==> src/rtl/sparse_ternary_poly_sampler_core_assert.svh <==
// assertion macros for the sparse ternary polynomial sampler
`ifndef SPARSE_TERNARY_POLY_SAMPLER_CORE_ASSERT_SVH
`define SPARSE_TERNARY_POLY_SAMPLER_CORE_ASSERT_SVH

// same-cycle implication, checked on clk, quiet during rst
`define STPS_ASSERT_NOW(label, ante, cons, msg) \
  label: assert property (@(posedge clk) disable iff (rst) (ante) |-> (cons)) \
    else $error(msg);

// next-cycle implication, checked on clk, quiet during rst
`define STPS_ASSERT_NEXT(label, ante, cons, msg) \
  label: assert property (@(posedge clk) disable iff (rst) (ante) |=> (cons)) \
    else $error(msg);

`endif

==> src/rtl/stps_pkg.sv <==
// shared types and constants for the sparse ternary polynomial sampler
`timescale 1ns / 1ps

package stps_pkg;

  localparam int POLY_LENGTH = 512;
  localparam int POS_W = $clog2(POLY_LENGTH);
  localparam int CNT_W = 10;
  localparam int CFG_IDX_W = 2;

  localparam logic [CNT_W-1:0] POLY_LEN_CNT = CNT_W'(POLY_LENGTH);
  localparam logic [POS_W-1:0] LAST_ADDR = POS_W'(POLY_LENGTH - 1);

  localparam logic [CNT_W-1:0] ONES_RESET = 10'd154;
  localparam logic [CNT_W-1:0] TWOS_RESET = 10'd0;

  localparam logic KIND_START = 1'b0;
  localparam logic KIND_RAND = 1'b1;

  localparam logic [CFG_IDX_W-1:0] CFG_ONES_COUNT = 2'd0;
  localparam logic [CFG_IDX_W-1:0] CFG_TWOS_COUNT = 2'd1;

  localparam logic signed [2:0] COEFF_ONE = 3'sd1;
  localparam logic signed [2:0] COEFF_TWO = 3'sd2;

  typedef enum logic [2:0] {
    ST_IDLE  = 3'b001,
    ST_CLEAR = 3'b010,
    ST_CHECK = 3'b100
  } state_t;

  typedef struct packed {
    logic             rd_en;
    logic [POS_W-1:0] rd_addr;
    logic             wr_en;
    logic [POS_W-1:0] wr_addr;
    logic             wr_data;
  } map_req_t;

endpackage

==> src/rtl/stps_map_ram.sv <==
// occupancy map memory, one bit per coefficient, registered read
`timescale 1ns / 1ps

module stps_map_ram (
  input  logic                clk,
  input  stps_pkg::map_req_t  req,
  output logic                rd_data
);

  logic mem [stps_pkg::POLY_LENGTH];

  always_ff @(posedge clk) begin
    if (req.wr_en) begin
      mem[req.wr_addr] <= req.wr_data;
    end
  end

  always_ff @(posedge clk) begin
    if (req.rd_en) begin
      rd_data <= mem[req.rd_addr];
    end
  end

endmodule

==> src/rtl/stps_ctrl.sv <==
// placement sequencer: map clear sweep, read-check-mark, counters and result register
`timescale 1ns / 1ps

module stps_ctrl (
  input  logic                             clk,
  input  logic                             rst,
  input  logic                             start,
  output logic                             busy,
  input  logic                             kind,
  input  logic [7:0]                       rand_first,
  input  logic [7:0]                       rand_second,
  input  logic [stps_pkg::CNT_W-1:0]       ones_target,
  input  logic [stps_pkg::CNT_W-1:0]       twos_target,
  output stps_pkg::map_req_t               map_req,
  input  logic                             map_rd_data,
  output logic                             result_valid,
  output logic [stps_pkg::POS_W-1:0]       position,
  output logic signed [2:0]                coeff_value,
  output logic                             last
);

  stps_pkg::state_t state;
  logic [stps_pkg::POS_W-1:0] clear_addr;
  logic [stps_pkg::CNT_W-1:0] placed_ones;
  logic [stps_pkg::CNT_W-1:0] placed_twos;
  logic finished;
  logic [stps_pkg::POS_W-1:0] pos_q;
  logic neg_q;
  logic mag_two_q;

  logic accept;
  logic [stps_pkg::POS_W-1:0] rand_pos;
  logic need_ones;
  logic need_twos;
  logic [stps_pkg::CNT_W-1:0] placed_ones_next;
  logic [stps_pkg::CNT_W-1:0] placed_twos_next;
  logic done;
  logic signed [2:0] mag;
  logic signed [2:0] coeff_next;
  logic place;

  assign busy = (state != stps_pkg::ST_IDLE);
  assign accept = start && (state == stps_pkg::ST_IDLE);
  assign rand_pos = {rand_second[0], rand_first};
  assign need_ones = (placed_ones < ones_target);
  assign need_twos = (placed_twos < twos_target);
  assign place = (state == stps_pkg::ST_CHECK) && !map_rd_data;

  assign placed_ones_next = placed_ones + stps_pkg::CNT_W'(!mag_two_q);
  assign placed_twos_next = placed_twos + stps_pkg::CNT_W'(mag_two_q);
  assign done = (placed_ones_next >= ones_target) && (placed_twos_next >= twos_target);
  assign mag = mag_two_q ? stps_pkg::COEFF_TWO : stps_pkg::COEFF_ONE;
  assign coeff_next = neg_q ? -mag : mag;

  always_comb begin
    map_req = '0;
    map_req.rd_en = accept && (kind == stps_pkg::KIND_RAND);
    map_req.rd_addr = rand_pos;
    case (state)
      stps_pkg::ST_CLEAR: begin
        map_req.wr_en = 1'b1;
        map_req.wr_addr = clear_addr;
        map_req.wr_data = 1'b0;
      end
      stps_pkg::ST_CHECK: begin
        map_req.wr_en = !map_rd_data;
        map_req.wr_addr = pos_q;
        map_req.wr_data = 1'b1;
      end
      default: begin
        map_req.wr_en = 1'b0;
      end
    endcase
  end

  always_ff @(posedge clk) begin
    if (rst) begin
      state <= stps_pkg::ST_IDLE;
      clear_addr <= '0;
      placed_ones <= '0;
      placed_twos <= '0;
      finished <= 1'b1;
      result_valid <= 1'b0;
    end else begin
      result_valid <= 1'b0;
      case (state)
        stps_pkg::ST_IDLE: begin
          if (accept) begin
            if (kind == stps_pkg::KIND_START) begin
              placed_ones <= '0;
              placed_twos <= '0;
              finished <= (ones_target == '0) && (twos_target == '0);
              clear_addr <= '0;
              state <= stps_pkg::ST_CLEAR;
            end else if (!finished) begin
              if (need_ones || need_twos) begin
                state <= stps_pkg::ST_CHECK;
              end else begin
                finished <= 1'b1;
              end
            end
          end
        end
        stps_pkg::ST_CLEAR: begin
          clear_addr <= clear_addr + 1'b1;
          if (clear_addr == stps_pkg::LAST_ADDR) begin
            state <= stps_pkg::ST_IDLE;
          end
        end
        stps_pkg::ST_CHECK: begin
          state <= stps_pkg::ST_IDLE;
          if (place) begin
            placed_ones <= placed_ones_next;
            placed_twos <= placed_twos_next;
            if (done) begin
              finished <= 1'b1;
            end
            result_valid <= 1'b1;
          end
        end
        default: begin
          state <= stps_pkg::ST_IDLE;
        end
      endcase
    end
  end

  // payload, no reset
  always_ff @(posedge clk) begin
    if (accept) begin
      pos_q <= rand_pos;
      neg_q <= rand_second[1];
      mag_two_q <= !need_ones;
    end
    if (place) begin
      position <= pos_q;
      coeff_value <= coeff_next;
      last <= done;
    end
  end

endmodule

==> src/rtl/sparse_ternary_poly_sampler_core.sv <==
// top level of the sparse ternary polynomial sampler: config registers, clamps, assertions
//
//   channel  signals                                        direction
//   item     start, busy, kind, rand_first, rand_second    in (busy out)
//   config   cfg_valid, cfg_ready, cfg_index, cfg_data     in (cfg_ready out)
//   result   result_valid, position, coeff_value, last     out, one-cycle strobe
//
// a random item that reaches the map goes through a map read, then check and mark
// a random item that is ignored (before start, finished) leaves the block idle
// a start item sweeps the 512-entry map, one entry a cycle, and stays busy until the sweep ends
// the result strobe comes in the cycle after the check, and the next item may already enter
// after rst the block is idle and ignores random items until the first start
// cfg_ready is always high; results cannot be held off
`timescale 1ns / 1ps

module sparse_ternary_poly_sampler_core (
  input  logic                                 clk,
  input  logic                                 rst,
  input  logic                                 start,
  output logic                                 busy,
  input  logic                                 kind,
  input  logic [7:0]                           rand_first,
  input  logic [7:0]                           rand_second,
  input  logic                                 cfg_valid,
  output logic                                 cfg_ready,
  input  logic [stps_pkg::CFG_IDX_W-1:0]       cfg_index,
  input  logic [stps_pkg::CNT_W-1:0]           cfg_data,
  output logic                                 result_valid,
  output logic [stps_pkg::POS_W-1:0]           position,
  output logic signed [2:0]                    coeff_value,
  output logic                                 last
);

  `include "sparse_ternary_poly_sampler_core_assert.svh"

  logic [stps_pkg::CNT_W-1:0] ones_count;
  logic [stps_pkg::CNT_W-1:0] twos_count;
  logic [stps_pkg::CNT_W-1:0] ones_eff;
  logic [stps_pkg::CNT_W-1:0] room;
  logic [stps_pkg::CNT_W-1:0] twos_eff;
  stps_pkg::map_req_t map_req;
  logic map_rd_data;

  assign cfg_ready = 1'b1;

  always_ff @(posedge clk) begin
    if (rst) begin
      ones_count <= stps_pkg::ONES_RESET;
      twos_count <= stps_pkg::TWOS_RESET;
    end else if (cfg_valid && cfg_ready) begin
      case (cfg_index)
        stps_pkg::CFG_ONES_COUNT: ones_count <= cfg_data;
        stps_pkg::CFG_TWOS_COUNT: twos_count <= cfg_data;
        default: begin
        end
      endcase
    end
  end

  assign ones_eff = (ones_count > stps_pkg::POLY_LEN_CNT) ? stps_pkg::POLY_LEN_CNT : ones_count;
  assign room = stps_pkg::POLY_LEN_CNT - ones_eff;
  assign twos_eff = (twos_count > room) ? room : twos_count;

  stps_ctrl u_ctrl (
    .clk          (clk),
    .rst          (rst),
    .start        (start),
    .busy         (busy),
    .kind         (kind),
    .rand_first   (rand_first),
    .rand_second  (rand_second),
    .ones_target  (ones_eff),
    .twos_target  (twos_eff),
    .map_req      (map_req),
    .map_rd_data  (map_rd_data),
    .result_valid (result_valid),
    .position     (position),
    .coeff_value  (coeff_value),
    .last         (last)
  );

  stps_map_ram u_map (
    .clk     (clk),
    .req     (map_req),
    .rd_data (map_rd_data)
  );

  `STPS_ASSERT_NEXT(a_one_result_per_item, result_valid, !result_valid, "back-to-back results")
  `STPS_ASSERT_NEXT(a_start_sweeps, start && !busy && (kind == stps_pkg::KIND_START), busy, "start did not begin map clear")
  `STPS_ASSERT_NEXT(a_no_early_result, start && !busy, !result_valid, "result right after item transfer")
  `STPS_ASSERT_NOW(a_coeff_legal, result_valid, (coeff_value == 3'sd1) || (coeff_value == -3'sd1) || (coeff_value == 3'sd2) || (coeff_value == -3'sd2), "illegal coefficient")

endmodule

==> config.mk <==
export PLATFORM = sky130hd
export DESIGN_NAME = sparse_ternary_poly_sampler_core
export DESIGN_NICKNAME = d
export VERILOG_FILES = /design/src/rtl/stps_pkg.sv /design/src/rtl/stps_map_ram.sv /design/src/rtl/stps_ctrl.sv /design/src/rtl/sparse_ternary_poly_sampler_core.sv
export VERILOG_INCLUDE_DIRS = /design/src /design/src/rtl
export SDC_FILE = /design/constraint.sdc
export NUM_CORES = 1
export LEC_CHECK = 0
export BUFFER_PORTS_ARGS = -buffer_cell sky130_fd_sc_hd__buf_2
export CAP_MARGIN = 10
export CORE_AREA = 2 2 224 226
export DETAILED_ROUTE_END_ITERATION = 7
export DIE_AREA = 0 0 226 228
export MAX_ROUTING_LAYER = met4
export PLACE_DENSITY = 0.75
export SLEW_MARGIN = 40
export SYNTH_ARGS = -nofsm -noshare
export SYNTH_HDL_FRONTEND = slang
export SYNTH_SLANG_ARGS = --single-unit
==> constraint.sdc <==
create_clock -name clk -period 12.06 [get_ports clk]
set_clock_uncertainty 0.15 [all_clocks]
set_input_delay 1.206 -clock clk [delete_from_list [all_inputs] [get_ports clk]]
set_output_delay 1.206 -clock clk [all_outputs]
set_load 0.01 [all_outputs]
# ---- Word level (Yosys, flattened, before mapping)
# Memories as Yosys holds them, arrays and structs flattened. A register that Yosys moved wholly into a read port is not among the register bits.
# Index checks and enable logic that the tools add are counted.
dict set report word_totals {
  n_memories 1
  wordCells 92
  ramBits 512
  output_inout_bits 16
  regBits 78
}
# name words word_bits rd rd_ports_with_merged_regs wr line_no
set mem_list {}
lappend mem_list {u_map.mem 512 1 1 1 1 stps_map_ram.sv:10} ;# logic mem [stps_pkg::POLY_LENGTH];
dict set report op_classes {
  add_sub_neg 5
  n_reduce_logical 21
  n_mux 31
  n_lt_le_gt_ge 6
  bitwise_logic 1
  eq_ne 13
}
# cell count
set op_table {}
lappend op_table {{2-to-1 mux 10 bit} 6}
lappend op_table {{case mux 10 bit (2 select lines)} 3}
lappend op_table {{adder 10 x 1 -> 10 bit} 2}
lappend op_table {{greater-or-equal comparator 10 bit} 2}
lappend op_table {{zero test 10 bit} 2}
lappend op_table {{less-than comparator 10 bit} 2}
lappend op_table {{2-to-1 mux 3 bit} 6}
lappend op_table {{2-to-1 mux 9 bit} 2}
lappend op_table {{case mux 9 bit (2 select lines)} 1}
lappend op_table {{AND reduction 4 bit} 3}
lappend op_table {{> comparator 10 bit} 1}
lappend op_table {{> comparator 10 bit (second input constant)} 1}
lappend op_table {{subtractor 10 bit (first input constant)} 1}
lappend op_table {{adder 9 x 1 -> 9 bit (second input constant)} 1}
lappend op_table {{== test 9 bit (second input constant)} 1}
lappend op_table {{2-to-1 mux 1 bit} 9}
lappend op_table {{inequality test 2 x 1 -> 1 bit (second input constant)} 4}
lappend op_table {{inequality test 3 bit (second input constant)} 2}
lappend op_table {{case mux 3 bit (2 select lines)} 1}
lappend op_table {{logical AND 1 bit} 5}
lappend op_table {{case mux 1 bit (2 select lines)} 2}
lappend op_table {{AND reduction 2 bit} 2}
lappend op_table {{nonzero test 2 bit} 2}
lappend op_table {{== test 3 x 1 -> 1 bit (second input constant)} 1}
lappend op_table {{other kinds (13)} 15}

# ---- Longest topological paths before layout
dict set report depth {
  depth_word 12
  mapped_depth 25
}

# ---- Modules after synthesis
# A second synthesis with hierarchy kept.
dict set report hier_totals {
  cells_unflattened 2149
  area_unflattened_um2 27626.5
}
# module seq_area_each_um2 cells_per_inst area_each_um2 instances
set by_module_without_submodules {}
lappend by_module_without_submodules {stps_map_ram 15404.8 1615 22619.2 1}
lappend by_module_without_submodules {stps_ctrl 1401.3 378 3641.0 1}
lappend by_module_without_submodules {sparse_ternary_poly_sampler_core 400.4 156 1366.3 1}

# ---- Worst setup path before layout
# No wires, ideal clock.
dict set report synth_timing {
  path_kind {reg-to-reg}
  startpoint {reg u_ctrl.state[2]}
  endpoint {mem u_map.mem[339] (enable)}
  setup_slack_ns 0.618
  required_ns 11.610
  path_stages_with_launch 8
  t_arrival_ns 10.992
  n_path_buf 2
  cell_sequence {dfxtp_1 -> nor3b_1 -> clkbuf_1 -> a22oi_1 -> nor2_1 -> nand2_1 -> clkbuf_1 -> nor2_1}
}
dict set report synth_between {
  elab_chain_cells 4
}
# item line_no
set synth_lines {}
lappend synth_lines {{from (decl)} stps_ctrl.sv:22} ;# stps_pkg::state_t state;
lappend synth_lines {{from (signal assigned)} stps_ctrl.sv:78} ;# state <= stps_pkg::ST_IDLE;
lappend synth_lines {{from (signal assigned)} stps_ctrl.sv:94} ;# state <= stps_pkg::ST_CLEAR;
lappend synth_lines {{from (signal assigned)} stps_ctrl.sv:97} ;# state <= stps_pkg::ST_CHECK;
lappend synth_lines {{== test 3 bit / == test 3 x 2 -> 1 bit (equally long branches)} stps_ctrl.sv:59} ;# case (state)
lappend synth_lines {{case mux 1 bit (2 select lines)} stps_ctrl.sv:59}
lappend synth_lines {{2-to-1 mux 1 bit} stps_map_ram.sv:13} ;# if (req.wr_en) begin
lappend synth_lines {{2-to-1 mux 1 bit (not written as such)} stps_map_ram.sv:14} ;# mem[req.wr_addr] <= req.wr_data;
lappend synth_lines {{to (decl)} stps_map_ram.sv:10}
# Several ways; a longest one is shown, not always the timed one.

# ---- Worst setup path after layout
dict set report layout_timing {
  startpoint {reg ones_count[9] (netlist bit)}
  endpoint {reg u_ctrl.last (data pin)}
}
dict set report layout_between {
  elab_chain_cells 7
}
# item line_no
set layout_lines {}
lappend layout_lines {{from (decl)} sparse_ternary_poly_sampler_core.sv:36} ;# logic [stps_pkg::CNT_W-1:0] ones_count;
lappend layout_lines {{from (signal assigned)} sparse_ternary_poly_sampler_core.sv:48} ;# ones_count <= stps_pkg::ONES_RESET;
lappend layout_lines {{from (signal assigned)} sparse_ternary_poly_sampler_core.sv:52} ;# stps_pkg::CFG_ONES_COUNT: ones_count <= cfg_data;
lappend layout_lines {{> comparator 10 bit} sparse_ternary_poly_sampler_core.sv:60} ;# assign ones_eff = (ones_count > stps_pkg::POLY_LEN_CNT) ? stps_pkg::POLY_LEN_CNT : ones_count;
lappend layout_lines {{2-to-1 mux 10 bit *} sparse_ternary_poly_sampler_core.sv:60}
lappend layout_lines {{subtractor 10 bit} sparse_ternary_poly_sampler_core.sv:61} ;# assign room = stps_pkg::POLY_LEN_CNT - ones_eff;
lappend layout_lines {{> comparator 10 bit} sparse_ternary_poly_sampler_core.sv:62} ;# assign twos_eff = (twos_count > room) ? room : twos_count;
lappend layout_lines {{2-to-1 mux 10 bit} sparse_ternary_poly_sampler_core.sv:62}
lappend layout_lines {{greater-or-equal comparator 10 bit} stps_ctrl.sv:51} ;# assign done = (placed_ones_next >= ones_target) && (placed_twos_next >= twos_target);
lappend layout_lines {{logical AND 1 bit *} stps_ctrl.sv:51}
lappend layout_lines {{via u_ctrl.done} stps_ctrl.sv:37} ;# logic done;
lappend layout_lines {{to (signal assigned)} stps_ctrl.sv:138} ;# last <= done;
lappend layout_lines {{to (decl)} stps_ctrl.sv:19} ;# output logic last
# Mark *: on every way through the listed nets, which the timed path passes. The rest lies on a longest branch.
# A chain may end at the register's enable or synchronous reset.

==> tab_implementation.tex <==
\begin{tabular}{lr}
\hline
Metric & Value \\
\hline
\multicolumn{2}{l}{\textbf{Routing}} \\
Via count normalized by instance count & 6.12 \\
Drt total wl & 59.6 mm \\
Length of the first detailed-routing pass in iterations & 6 \\
Via Count & 16.0k \\
Count of unresolved DRC violations after routing & 0 \\
Drt first-iter violations & 2013 \\
Per-cell routed wire length & 22.8 µm \\
ANT nets after route & 0 \\
\multicolumn{2}{l}{\textbf{Finish}} \\
Most common cell after layout, fill and taps aside & sky130\_fd\_sc\_hd\_\_nor2\_1 \\
Commonest cells after routing, fill and taps aside & 592 x sky130\_fd\_sc\_hd\_\_nor2\_1, 537 x sky130\_fd\_sc\_hd\_\_edfxtp\_1, 170 x sky130\_fd\_sc\_hd\_\_mux4\_2 \\
Core occupancy in the finished layout & 59.7\% \\
Area growth, synth to finish & 10.1\% \\
\# nets final & 1979 \\
Share of cells above drive strength 1 & 17.9\% \\
\multicolumn{2}{l}{\textbf{Global route}} \\
Pin count of the biggest net entering global routing & 251 \\
Total grt overflow & 0 \\
Antenna violations before repair & 1 \\
Total routing resource utilization after global routing & 24.3\% \\
Wire length of the first global-routing pass & 91.6 mm \\
Number of global-route vias before repair & 15.8k \\
\multicolumn{2}{l}{\textbf{STA}} \\
Worst relative slew slack & 39.2\% \\
Maximum clock frequency & 165 MHz \\
Final critical path time including I/O delays and setup & 6.06 ns \\
Share of the clock period used by the worst path & 50.2\% \\
Unrepaired setup endpoints after global routing & false \\
Slew at the pin with the worst max-slew slack & 0.910 ns \\
Number of failing setup endpoints in the final timing report & 0 \\
Pins Over Slew Limit & 0 \\
Post-route setup TNS & 0 ns \\
Count of endpoints failing hold in the final timing report & 0 \\
\multicolumn{2}{l}{\textbf{Clocking}} \\
TritonCTS clock tree & done \\
Clock input transition at the sequential cells of the worst setup and hold paths & 0.06 ns \\
CTS hold repair buffers & 0 \\
Max H-tree Level & 2 \\
Clock latency on the worst-skew pair & 0.62 ns \\
Maximum root-to-sink buffer count & 3 \\
Cell chosen for the clock root & sky130\_fd\_sc\_hd\_\_clkbuf\_16 \\
PostCTS Resize Cnt & 0 \\
Postcts setup bufs & 0 \\
Sinks on the clock net & 591 \\
Total clock buffers created by CTS & 58 \\
\multicolumn{2}{l}{\textbf{Floorplan}} \\
Die H & 228 µm \\
Effective utilization at floorplan & 54.2\% \\
Horizontal die dimension & 226 µm \\
Ports & 49 \\
Core region area & 0.0493 mm² \\
Number of placement rows & 82 \\
Die ar. & 0.0515 mm² \\
\multicolumn{2}{l}{\textbf{Yosys}} \\
Cell types occupying the most area after synthesis & sky130\_fd\_sc\_hd\_\_edfxtp\_1 60\%, sky130\_fd\_sc\_hd\_\_mux4\_2 14\%, sky130\_fd\_sc\_hd\_\_nor2\_1 8.4\%, sky130\_fd\_sc\_hd\_\_dfxtp\_1 4.0\%, sky130\_fd\_sc\_hd\_\_ha\_1 2.2\% \\
Number of warnings reported in the yosys synthesis log & 0 \\
Post-synthesis sequential area ratio & 64.3\% \\
Post-synthesis cell count & 1915 \\
Primary flip-flop cell chosen by synthesis mapping & sky130\_fd\_sc\_hd\_\_edfxtp\_1 \\
Area leader, netlist & sky130\_fd\_sc\_hd\_\_edfxtp\_1 \\
Syn\_nets & 1996 \\
EDFF count, synth & 537 \\
Flip-flop and latch count after synthesis & 591 \\
Async SR Flop Fraction & 0\% \\
Area share of the largest cell type after synthesis & 60.3\% \\
Post-synthesis average cell area & 14.0 µm² \\
Number of different library cells in the post-synthesis netlist & 67 \\
Post-synthesis instance area & 0.0268 mm² \\
\multicolumn{2}{l}{\textbf{Placement}} \\
Buffers added on ports & 41 \\
GPL Wtd Cong & 0.864 \\
Detailed placement HPWL & 32.8 mm \\
\multicolumn{2}{l}{\textbf{Hold path}} \\
Start point of the worst hold path & u\_ctrl.finished \\
Worst Hold Endpoint & u\_ctrl.state[2] \\
Hold/Removal Path Class & flip-flop to flip-flop \\
Number of instances on the worst hold path & 1 \\
\multicolumn{2}{l}{\textbf{Power and ir drop}} \\
LEAKAGE & 8.71 nW \\
Maximum vdd drop & 0.110 mV \\
Switching share of power & 20.7\% \\
Power density relative to cell area & 141 mW/mm² \\
Total internal power & 3.30 mW \\
Total net switching power & 863 µW \\
Part of the total power dissipated in the clock network & 42.7\% \\
Sequential power share & 53.5\% \\
Combinational share of power & 3.8\% \\
\multicolumn{2}{l}{\textbf{Setup path}} \\
Reg2Reg Depth & 22 \\
Register-to-register path setup slack & 6.00 ns \\
Maximum fanout count along the critical path & 14 \\
Start of the worst register-to-register path & ones\_count[9] \\
Category of the worst setup path launch point & flip-flop \\
Req. time, crit path & 12.27 ns \\
Type of the worst setup path & flip-flop to flip-flop \\
Terminus of the critical flop-to-flop path & u\_ctrl.last \\
Arrival time at the worst endpoint & 6.27 ns \\
Category of the worst setup path capture point & flip-flop \\
\multicolumn{2}{l}{\textbf{Flow run}} \\
Max Cap Violations & 0 \\
\multicolumn{2}{l}{\textbf{Run status}} \\
Status & finished, final reports clean \\
\hline
\end{tabular}
==> critical path: stages, from the launching register on <==
cell                       delay (ns)
sky130_fd_sc_hd__dfxtp_1         0.58
sky130_fd_sc_hd__clkinv_1        0.36
sky130_fd_sc_hd__nand2_1         0.22
sky130_fd_sc_hd__ha_1            0.31
sky130_fd_sc_hd__inv_1           0.13
sky130_fd_sc_hd__xnor2_1         0.30
sky130_fd_sc_hd__inv_1           0.08
sky130_fd_sc_hd__ha_1            0.21
sky130_fd_sc_hd__o311a_1         0.35
sky130_fd_sc_hd__o41ai_1         0.07
sky130_fd_sc_hd__o21bai_1        0.11
sky130_fd_sc_hd__a311oi_1        0.57
sky130_fd_sc_hd__o41ai_4         0.17
sky130_fd_sc_hd__and2_4          0.24
sky130_fd_sc_hd__o21ai_0         0.37
sky130_fd_sc_hd__ha_1            0.30
sky130_fd_sc_hd__nand2b_1        0.14
sky130_fd_sc_hd__a21o_1          0.18
sky130_fd_sc_hd__a21o_1          0.17
sky130_fd_sc_hd__a21oi_1         0.17
sky130_fd_sc_hd__maj3_2          0.23
sky130_fd_sc_hd__nor3_1          0.06
sky130_fd_sc_hd__or2_2           0.31
==> registers in the layout, indices dropped and copies added, names as in the netlist, 3 cells and up <==
name,count
u_map.mem,512
ones_count,10
twos_count,10
u_ctrl.placed_ones,10
u_ctrl.placed_twos,10
u_ctrl.clear_addr,9
u_ctrl.pos_q,9
u_ctrl.position,9
u_ctrl.coeff_value,3
u_ctrl.state,3
==> per-stage QoR <==
| stage | setup WS [ns] | cells | total power [mW] | area (µm²) | hold slack (ns) |
|---|---|---|---|---|---|
| detailed placement | 6.11 | 2508 | 2.43 | 27500 | 0.293 |
| CTS | 6.08 | 2616 | 4.19 | 29400 | 0.305 |
| global placement | 6.17 | 2508 | 2.43 | 27500 | 0.273 |
| floorplan | 0.618 | 1915 | 2.38 | 26800 | 0.267 |
| finish | 6.00 | 2619 | 4.16 | 29500 | 0.308 |
| global route | 5.62 | 2619 | 4.28 | 29500 | 0.327 |
==> cells in the mapped netlist (6+ instances only) <==
cell type / number
sky130_fd_sc_hd__o21a_1: 6
sky130_fd_sc_hd__mux2i_1: 22
sky130_fd_sc_hd__nor2b_1: 6
sky130_fd_sc_hd__xor2_1: 18
sky130_fd_sc_hd__edfxtp_1: 537
sky130_fd_sc_hd__inv_1: 26
sky130_fd_sc_hd__xnor2_1: 12
sky130_fd_sc_hd__nand2_1: 76
sky130_fd_sc_hd__nand3_1: 15
sky130_fd_sc_hd__and3_1: 10
sky130_fd_sc_hd__buf_1: 39
sky130_fd_sc_hd__nor3_1: 14
sky130_fd_sc_hd__mux4_2: 170
sky130_fd_sc_hd__a21oi_1: 21
sky130_fd_sc_hd__nand2b_1: 8
sky130_fd_sc_hd__clkbuf_1: 98
sky130_fd_sc_hd__a22o_1: 6
sky130_fd_sc_hd__or3_1: 6
sky130_fd_sc_hd__ha_1: 48
sky130_fd_sc_hd__dfxtp_1: 54
sky130_fd_sc_hd__nor2_1: 596
sky130_fd_sc_hd__a22oi_1: 21
sky130_fd_sc_hd__o21ai_0: 18
sky130_fd_sc_hd__a21o_1: 10
==> cells by family after synthesis <==
kind of cell / count (synthesis) / share of synthesized area (%)
and+or+nand+nor: 765 / 11.6
adders and majority gates: 50 / 2.32
AOI/OAI and AO/OA: 113 / 3.03
muxes: 195 / 15.3
xor gates and xnor gates: 30 / 0.982
buffers and inverters: 170 / 2.47
other: 1 / 0.0140
DFF: 591 / 64.3
==> area by class of cell <==
cell class              instances  area (µm²)
repair buffers                 66         472
well taps                     672         841
diodes                          1        2.50
multi-input cells            1154        8950
fillers                      3636       19900
flip-flops and latches        591       17200
inverters                      27         101
clock buffers                  77        1610
clock inverters                31         274
==> metal layers <==
metal	global-route usage [%]	wire, µm
met5	-	0
met3	4.29	5750
met1	33.1	23500
met2	37.8	28800
met4	7.57	1550
==> worst max path at each step <==
stage | from | end | slack [ns] | depth (start not counted)
after floorplan | u_ctrl.state[2] | u_map.mem[339] | 0.62 | 7
after CTS | ones_count[9] | u_ctrl.last | 6.08 | 22
after global placement | ones_count[9] | u_ctrl.last | 6.17 | 22
after global routing | ones_count[9] | u_ctrl.last | 5.62 | 22
after detailed placement | ones_count[9] | u_ctrl.last | 6.11 | 22
final | ones_count[9] | u_ctrl.last | 6.00 | 22
==> power by group through the flow <==
stage / Combinational, mW / Clock, mW / Sequential (mW)
after floorplan: 0.115 / 0 / 2.27
after global placement: 0.153 / 0 / 2.27
after detailed placement: 0.158 / 0 / 2.27
after CTS: 0.158 / 1.81 / 2.23
after global routing: 0.171 / 1.88 / 2.23
final: 0.157 / 1.78 / 2.23
(Power assumes the default switching activity.)
